===== config.mk =====
export PLATFORM = sky130hd
export DESIGN_NAME = cbsf_unit_norm
export DESIGN_NICKNAME = d
export VERILOG_FILES = /design/src/cbsf_pkg.sv /design/src/cbsf_unit_norm.sv
export SDC_FILE = /design/constraint.sdc
export NUM_CORES = 2
export LEC_CHECK = 0
export BUFFER_PORTS_ARGS = -buffer_cell sky130_fd_sc_hd__buf_2
export CORE_MARGIN = 3
export CORE_UTILIZATION = 50
export CTS_BUF_LIST = sky130_fd_sc_hd__clkbuf_8 sky130_fd_sc_hd__clkbuf_16
export CTS_CLUSTER_DIAMETER = 100
export DETAILED_ROUTE_END_ITERATION = 7
export PLACE_DENSITY_LB_ADDON = 0.15
export SYNTH_ARGS = -nofsm -noshare
export SYNTH_HDL_FRONTEND = slang
export SYNTH_SLANG_ARGS = --single-unit

===== constraint.sdc =====
create_clock -name clk -period 4.02 [get_ports clk]
set_input_delay 0.402 -clock clk [delete_from_list [all_inputs] [get_ports clk]]
set_output_delay 0.402 -clock clk [all_outputs]
set_load 0.005 [all_outputs]

===== src/cbsf_pkg.sv =====
// ----------------------------------------------------------------------------
// cbsf_pkg
// Shared constants, register codes and helpers for the cube-sphere vertex
// generator.
// ----------------------------------------------------------------------------
package cbsf_pkg;

  localparam int MAX_RES   = 256;
  localparam int FRAC_BITS = 15;

  localparam int RES_W   = 9;
  localparam int FACE_W  = 3;
  localparam int AXIS_W  = 2;
  localparam int CFG_W   = 9;
  localparam int CIDX_W  = 3;
  localparam int GRID_W  = 8;
  localparam int IDX_W   = 19;
  localparam int SLOT_W  = 22;
  localparam int POS_W   = 16;
  localparam int TEX_W   = 16;

  localparam int INDICES_PER_QUAD = 6;

  localparam int SQ_W     = 20;
  localparam int N_W      = 22;
  localparam int DIVN     = 2 * FRAC_BITS + 2;
  localparam int SQN      = FRAC_BITS + 2;
  localparam int NORM_LAT = 1 + DIVN + SQN;
  localparam int TEXN     = FRAC_BITS + 1;

  typedef enum logic [CIDX_W-1:0] {
    REG_RESOLUTION = 3'd0,
    REG_FACE       = 3'd1,
    REG_UP_X       = 3'd2,
    REG_UP_Y       = 3'd3,
    REG_UP_Z       = 3'd4
  } cfg_reg_t;

  function automatic logic signed [1:0] axis_val(input logic [1:0] raw);
    logic signed [1:0] v;
    case (raw)
      2'b00:   v = 2'sd0;
      2'b01:   v = 2'sd1;
      default: v = -2'sd1;
    endcase
    return v;
  endfunction

endpackage


===== src/cbsf_unit_norm.sv =====
// ----------------------------------------------------------------------------
// cbsf_unit_norm
// Pipelined normalizer for one component: restoring division of sq by n
// one quotient bit per stage, then a digit-by-digit square root one result
// bit per stage. root = floor(sqrt(sq * 2^(2F+2) / n)).
// ----------------------------------------------------------------------------
module cbsf_unit_norm import cbsf_pkg::*; (
  input  logic            clk,
  input  logic            en,
  input  logic [SQ_W-1:0] sq,
  input  logic [N_W-1:0]  n,
  output logic [SQN-1:0]  root
);

  localparam int QW = DIVN + 1;

  logic [N_W-1:0] drem [0:DIVN];
  logic [N_W-1:0] dn   [0:DIVN-1];
  logic [QW-1:0]  dq   [0:DIVN];
  logic [QW-1:0]  sv   [0:SQN-1];
  logic [QW-1:0]  sr   [0:SQN];

  logic eq0;
  assign eq0 = (N_W'(sq) == n);

  always_ff @(posedge clk) begin
    if (en) begin
      drem[0] <= eq0 ? '0 : N_W'(sq);
      dq[0]   <= QW'(eq0);
      dn[0]   <= n;
    end
  end

  for (genvar i = 1; i <= DIVN; i++) begin : g_div
    logic [N_W:0] trial;
    logic         ge;
    assign trial = {drem[i-1], 1'b0};
    assign ge    = (trial >= {1'b0, dn[i-1]});
    always_ff @(posedge clk) begin
      if (en) begin
        drem[i] <= ge ? N_W'(trial - {1'b0, dn[i-1]}) : trial[N_W-1:0];
        dq[i]   <= {dq[i-1][QW-2:0], ge};
      end
    end
    if (i < DIVN) begin : g_carry
      always_ff @(posedge clk) begin
        if (en) begin
          dn[i] <= dn[i-1];
        end
      end
    end
  end

  assign sv[0] = dq[DIVN];
  assign sr[0] = '0;

  for (genvar j = 0; j < SQN; j++) begin : g_sqrt
    localparam logic [QW:0] BIT = (QW + 1)'(1) << (2 * (SQN - 1 - j));
    logic [QW:0] sum;
    logic        ge;
    assign sum = {1'b0, sr[j]} + BIT;
    assign ge  = ({1'b0, sv[j]} >= sum);
    always_ff @(posedge clk) begin
      if (en) begin
        sr[j+1] <= ge ? QW'(({1'b0, sr[j]} >> 1) + BIT) : (sr[j] >> 1);
      end
    end
    if (j < SQN - 1) begin : g_rem
      always_ff @(posedge clk) begin
        if (en) begin
          sv[j+1] <= ge ? QW'({1'b0, sv[j]} - sum) : sv[j];
        end
      end
    end
  end

  assign root = sr[SQN][SQN-1:0];

endmodule

Word level (Yosys, flattened, before mapping)
Memory sizes are Yosys's and may differ from the RTL's.
Cells that the tools add are included.
{ "classes": {"n_eq_ne": 1, "add_sub_neg": 80, "muxes": 68, "order_cmp": 49} }
{ "op_table": {"columns": ["op", "count"], "rows": [
  ["$ge 23x22->1", 32],
  ["$mux 22", 32],
  ["$sub 22x22->22", 32],
  ["$mux 33", 17],
  ["$ge 33x34->1", 16],
  ["$sub 33x33->33", 15],
  ["$mux 32", 15],
  ["$add 33x1->34 const B", 1],
  ["$add 33x11->34 const B", 1],
  ["$add 33x13->34 const B", 1],
  ["$add 33x15->34 const B", 1],
  ["$add 33x17->34 const B", 1],
  ["$add 33x19->34 const B", 1],
  ["$add 33x21->34 const B", 1],
  ["$add 33x23->34 const B", 1],
  ["$add 33x25->34 const B", 1],
  ["$add 33x27->34 const B", 1],
  ["$add 33x29->34 const B", 1],
  ["$add 33x3->34 const B", 1],
  ["$add 33x31->34 const B", 1],
  ["$add 33x5->34 const B", 1],
  ["$add 33x7->34 const B", 1],
  ["$add 33x9->34 const B", 1],
  ["$add 32x11->33 const B", 1],
  ["21 further kinds", 22]
]} }
{ "word_totals": {"out_inout_bits": 17, "inputBits": 44, "ff_bits": 1073, "elab_cells": 249, "memories": 3, "ramBits": 2519} }
{ "memory_table": {"columns": ["name", "depth", "word_bits", "rd", "rd_clocked_by_memory_dff", "wr", "line_no", "text"], "rows": [
  ["dq", 33, 33, 33, 0, 33, "cbsf_unit_norm.sv:19", "logic [QW-1:0] dq [0:DIVN];"],
  ["drem", 33, 22, 32, 0, 33, "cbsf_unit_norm.sv:17", "logic [N_W-1:0] drem [0:DIVN];"],
  ["dn", 32, 22, 32, 0, 32, "cbsf_unit_norm.sv:18", "logic [N_W-1:0] dn [0:DIVN-1];"]
]} }

Logic depth before layout (Yosys ltp)
{ "depth": {"depth_word": 3, "mapped_depth": 13, "ltp_nobuf": 12} }

Least setup slack after synthesis
Ideal clock, no wire load.
{ "synth_timing": {"kind": "register to register", "from": "memory drem[18][0], in the netlist drem[0][396]", "to": "memory drem[19][3], in the netlist drem[0][421], data pin", "n_path_buf": 1, "path_slack_ps": 568, "required_ps": 3760, "period_less_slack_ps": 3452, "arrival_time_ps": 3192, "setup_ps": 260, "path_stages_with_launch": 12, "path_cell_list": "edfxtp_1 > ha_1 > nor2b_1 > o31a_1 > o31ai_2 > a21boi_1 > a221o_1 > a41oi_2 > a31oi_1 > a2111oi_4 > buf_6 > mux2_4"} }
{ "synth_rtl": {"columns": ["element", "line_no"], "rows": [
  ["start, declared", "cbsf_unit_norm.sv:17"]
]} }

==> reports/summary.txt <==
total of fill cells in the finished design: 21600
number of optimization iterations in the first detailed-route pass: 6
actual transition at the worst max-transition pin: 923 ps
leakage power total: 0.0589 µW
total gr overflow: 0
count of buffering cells on the critical path with inverters included: 1
Root Buffer: sky130_fd_sc_hd__clkbuf_16
average footprint of a synthesized cell: 12.8 µm²
Worst IR Drop VDD: 0.000438 V
multiplexer fraction of the synthesized cell area: 4.63%
Iter 0 DRT Violations: 5709
share of the synthesized netlist area taken by xor and xnor gates: 5.07%
Die Span X: 522 µm
via count of the routed design: 80800
mapped cell area: 133000 µm²
simple logic cell fraction of the synthesized area: 7.78%
net count after synthesis: 11300
post-synthesis cell type with the largest combined area: sky130_fd_sc_hd__edfxtp_1
final sum of negative setup slack: 0 ps
slowest cell delay on critical path: 440 ps
type of the worst setup path: reg -> reg
number of antenna violations at the first check in global routing: 4
most numerous cell on the critical path: sky130_fd_sc_hd__o31ai_1
part of the Yosys area used for sequential elements: 59.8%
post-DR vias/cell: 5.55
main combinational cell family by area after synthesis: compound AO/OA/AOI/OAI gates
Seq. cell area: 79500 µm²
commonest cells after routing, fill and taps aside: sky130_fd_sc_hd__edfxtp_1, sky130_fd_sc_hd__inv_1, sky130_fd_sc_hd__ha_1
CTS tree: done
wire length of the first global-routing pass: 440000 µm
floorplan core area: 263000 µm²
GRT Util Overall: 20.1%
clock buffers created by TritonCTS: 299
count of flip-flops with a built-in enable after synthesis: 2648
number of levels the H-tree was split into: 5
Worst Hold Launch: en
flip-flop cell with the highest count after synthesis: sky130_fd_sc_hd__edfxtp_1
power density over the cells: 741 nW/µm²
Routed Antenna Nets: 0
cell area after layout: 149000 µm²
synthesized-area fraction occupied by adder cells: 8.65%
maximum buffer depth of the clock tree: 4
most frequent standard cell in the layout excluding fill and tap cells: sky130_fd_sc_hd__edfxtp_1
Worst Path Max Fanout: 18
die span in y: 522 µm
I/O Buffers: 60
total setup violations reported at the end of the flow: 0
worst setup path startpoint: drem[0][374]$_SDFFCE_PP0P_
async set-or-reset flop fraction in the synthesized netlist: 0%
RSZ-0062 raised after global routing: no
Worst EP required: 4600 ps
clock tree skew after final layout: 72.9 ps
period utilization: 94.6%
Crit Reg-Reg Startpoint: drem[0][374]$_SDFFCE_PP0P_
Hold WC Path Type: in -> reg
crit path setup slack, layout: 219 ps
CP endpoint kind: flip-flop
Slew HR: 37.9%
fin crit period: 3800 ps
latest clock arrival within the worst-skew pair: 870 ps
total DRC errors in the routed layout: 0
combined area of the multi-input logic cells: 49100 µm²
clock slew at reported path FFs: 60 ps
growth of design area from synthesis to finish: 11.7%
count of pins over their slew limit: 0
worst setup slack after placement: 248 ps
dominant delay contributor by cell family on the critical path: compound AO/OA/AOI/OAI gates
largest net degree at the start of global routing: 149
share of final-layout standard cells stronger than drive strength 1: 10.9%
number of sinks handled by clock tree synthesis: 2648
area fraction in compound gates after synthesis: 10.7%
cell area after placement: 139000 µm²
# nets final: 11800
data arrival at the endpoint of the critical path: 4380 ps
highest clock frequency the design can meet: 263 MHz
number of placement rows: 188
type of element launching the critical path: flip-flop
number of I/O pins: 61
die outline area: 272000 µm²
leading post-synthesis cells by cell area: sky130_fd_sc_hd__edfxtp_1, sky130_fd_sc_hd__ha_1, sky130_fd_sc_hd__mux2_2
via count of the first global-routing pass: 80100
FF+latch count, synth: 2648
Routability Congestion: 0.888
cells along the critical path: ha_1 > nor2b_1 > o31ai_1 > a21oi_1 > o21ai_2 > o31ai_1 > a41o_1 > o2111a_1 > a2111oi_4 > buf_6 > mux2_2
count of final hold-check violations: 0
Post-Syn Instances: 10400
sum of routed wire length over all layers: 278000 µm
routed length per placed instance: 19.1 µm
max-capacitance violation count: 0
worst-path cell with the longest stage delay: sky130_fd_sc_hd__edfxtp_1
top cell type's share of synthesized area: 59.8%
Detail Placement HPWL: 203000 µm
run status: completed
count of synthesis-stage warnings from yosys: 0
starting density of the core: 50.5%
number of distinct library cells after synthesis: 85
registers in the layout (all words and copies together) (netlist names):
| register | cells |
|---|---|
| dn | 704 |
| sr | 136 |
| drem | 702 |
| sv | 528 |
| root | 17 |
| dq | 561 |
layout make-up:
| class | count | share of cell area (%) |
|---|---|---|
| clock buffers | 307 | 5.17 |
| well taps | 3515 | 2.96 |
| repair buffers | 245 | 1.48 |
| inverters | 1056 | 2.67 |
| diodes | 2 | 0.00337 |
| multi-input cells | 6570 | 33.1 |
| flip-flops and latches | 2648 | 53.5 |
| clock inverters | 214 | 1.09 |
timing repair:
action | in CTS | in global routing
buffers inserted | 0 | 0
hold buffers | 42 | 0
resized for setup | 0 | 1
hold endpoints to repair | 42 | 0
setup endpoints to repair | 0 | 13
metrics by stage:
stage               cells  total power [µW]  util [%]  hold slack, ps
floorplan           10400             73000         -             400
global placement    14000             83400      52.7             400
detailed placement  14000             84200      52.7             405
CTS                 14600            111000      56.4            84.0
global route        14600            117000      56.4             109
finish              14600            110000      56.4             143
logic make-up after synthesis:
| kind of cell | Yosys count |
|---|---|
| buffers and inverters | 1185 |
| adder cells (fa/ha/maj) | 900 |
| other | 1 |
| flip-flops | 2648 |
| AO/OA/AOI/OAI | 2233 |
| AND/OR/NAND/NOR | 2123 |
| XOR/XNOR | 770 |
| multiplexers | 543 |
synthesized netlist by cell type (145+ instances only):
cell	instances
sky130_fd_sc_hd__nand2_1	577
sky130_fd_sc_hd__inv_1	1055
sky130_fd_sc_hd__mux2_2	511
sky130_fd_sc_hd__xnor2_1	494
sky130_fd_sc_hd__o21ai_0	495
sky130_fd_sc_hd__edfxtp_1	2648
sky130_fd_sc_hd__nand3_1	145
sky130_fd_sc_hd__nor2_1	537
sky130_fd_sc_hd__nor3_1	166
sky130_fd_sc_hd__a21o_1	332
sky130_fd_sc_hd__a21oi_1	675
sky130_fd_sc_hd__ha_1	868
sky130_fd_sc_hd__xor2_1	276
layer usage:
metal,routed length [µm],global-route usage [%]
met1,126000,27.9
met2,133000,33.6
met3,10600,2.27
met4,8030,5.92
met5,0,0
worst paths after layout:
| check | endpoint | slack, ps | cells past startpoint |
|---|---|---|---|
| worst min-delay path | dn[0][187]$_DFFE_PP_ | 140 | 1 |
| worst max-delay path | drem[0][407]$_DFFE_PP_ | 220 | 11 |
| worst min register to register | dq[0][950]$_DFFE_PP_ | 390 | 0 |
| worst max register to register | drem[0][407]$_DFFE_PP_ | 220 | 11 |
power breakdown:
part | internal [µW] | switching, µW | total, µW
sequential | 38700 | 3730 | 42500
clock | 15200 | 10600 | 25900
combinational | 19700 | 22000 | 41700
total | 73600 | 36400 | 110000
Power figures use the tool's default switching activity.
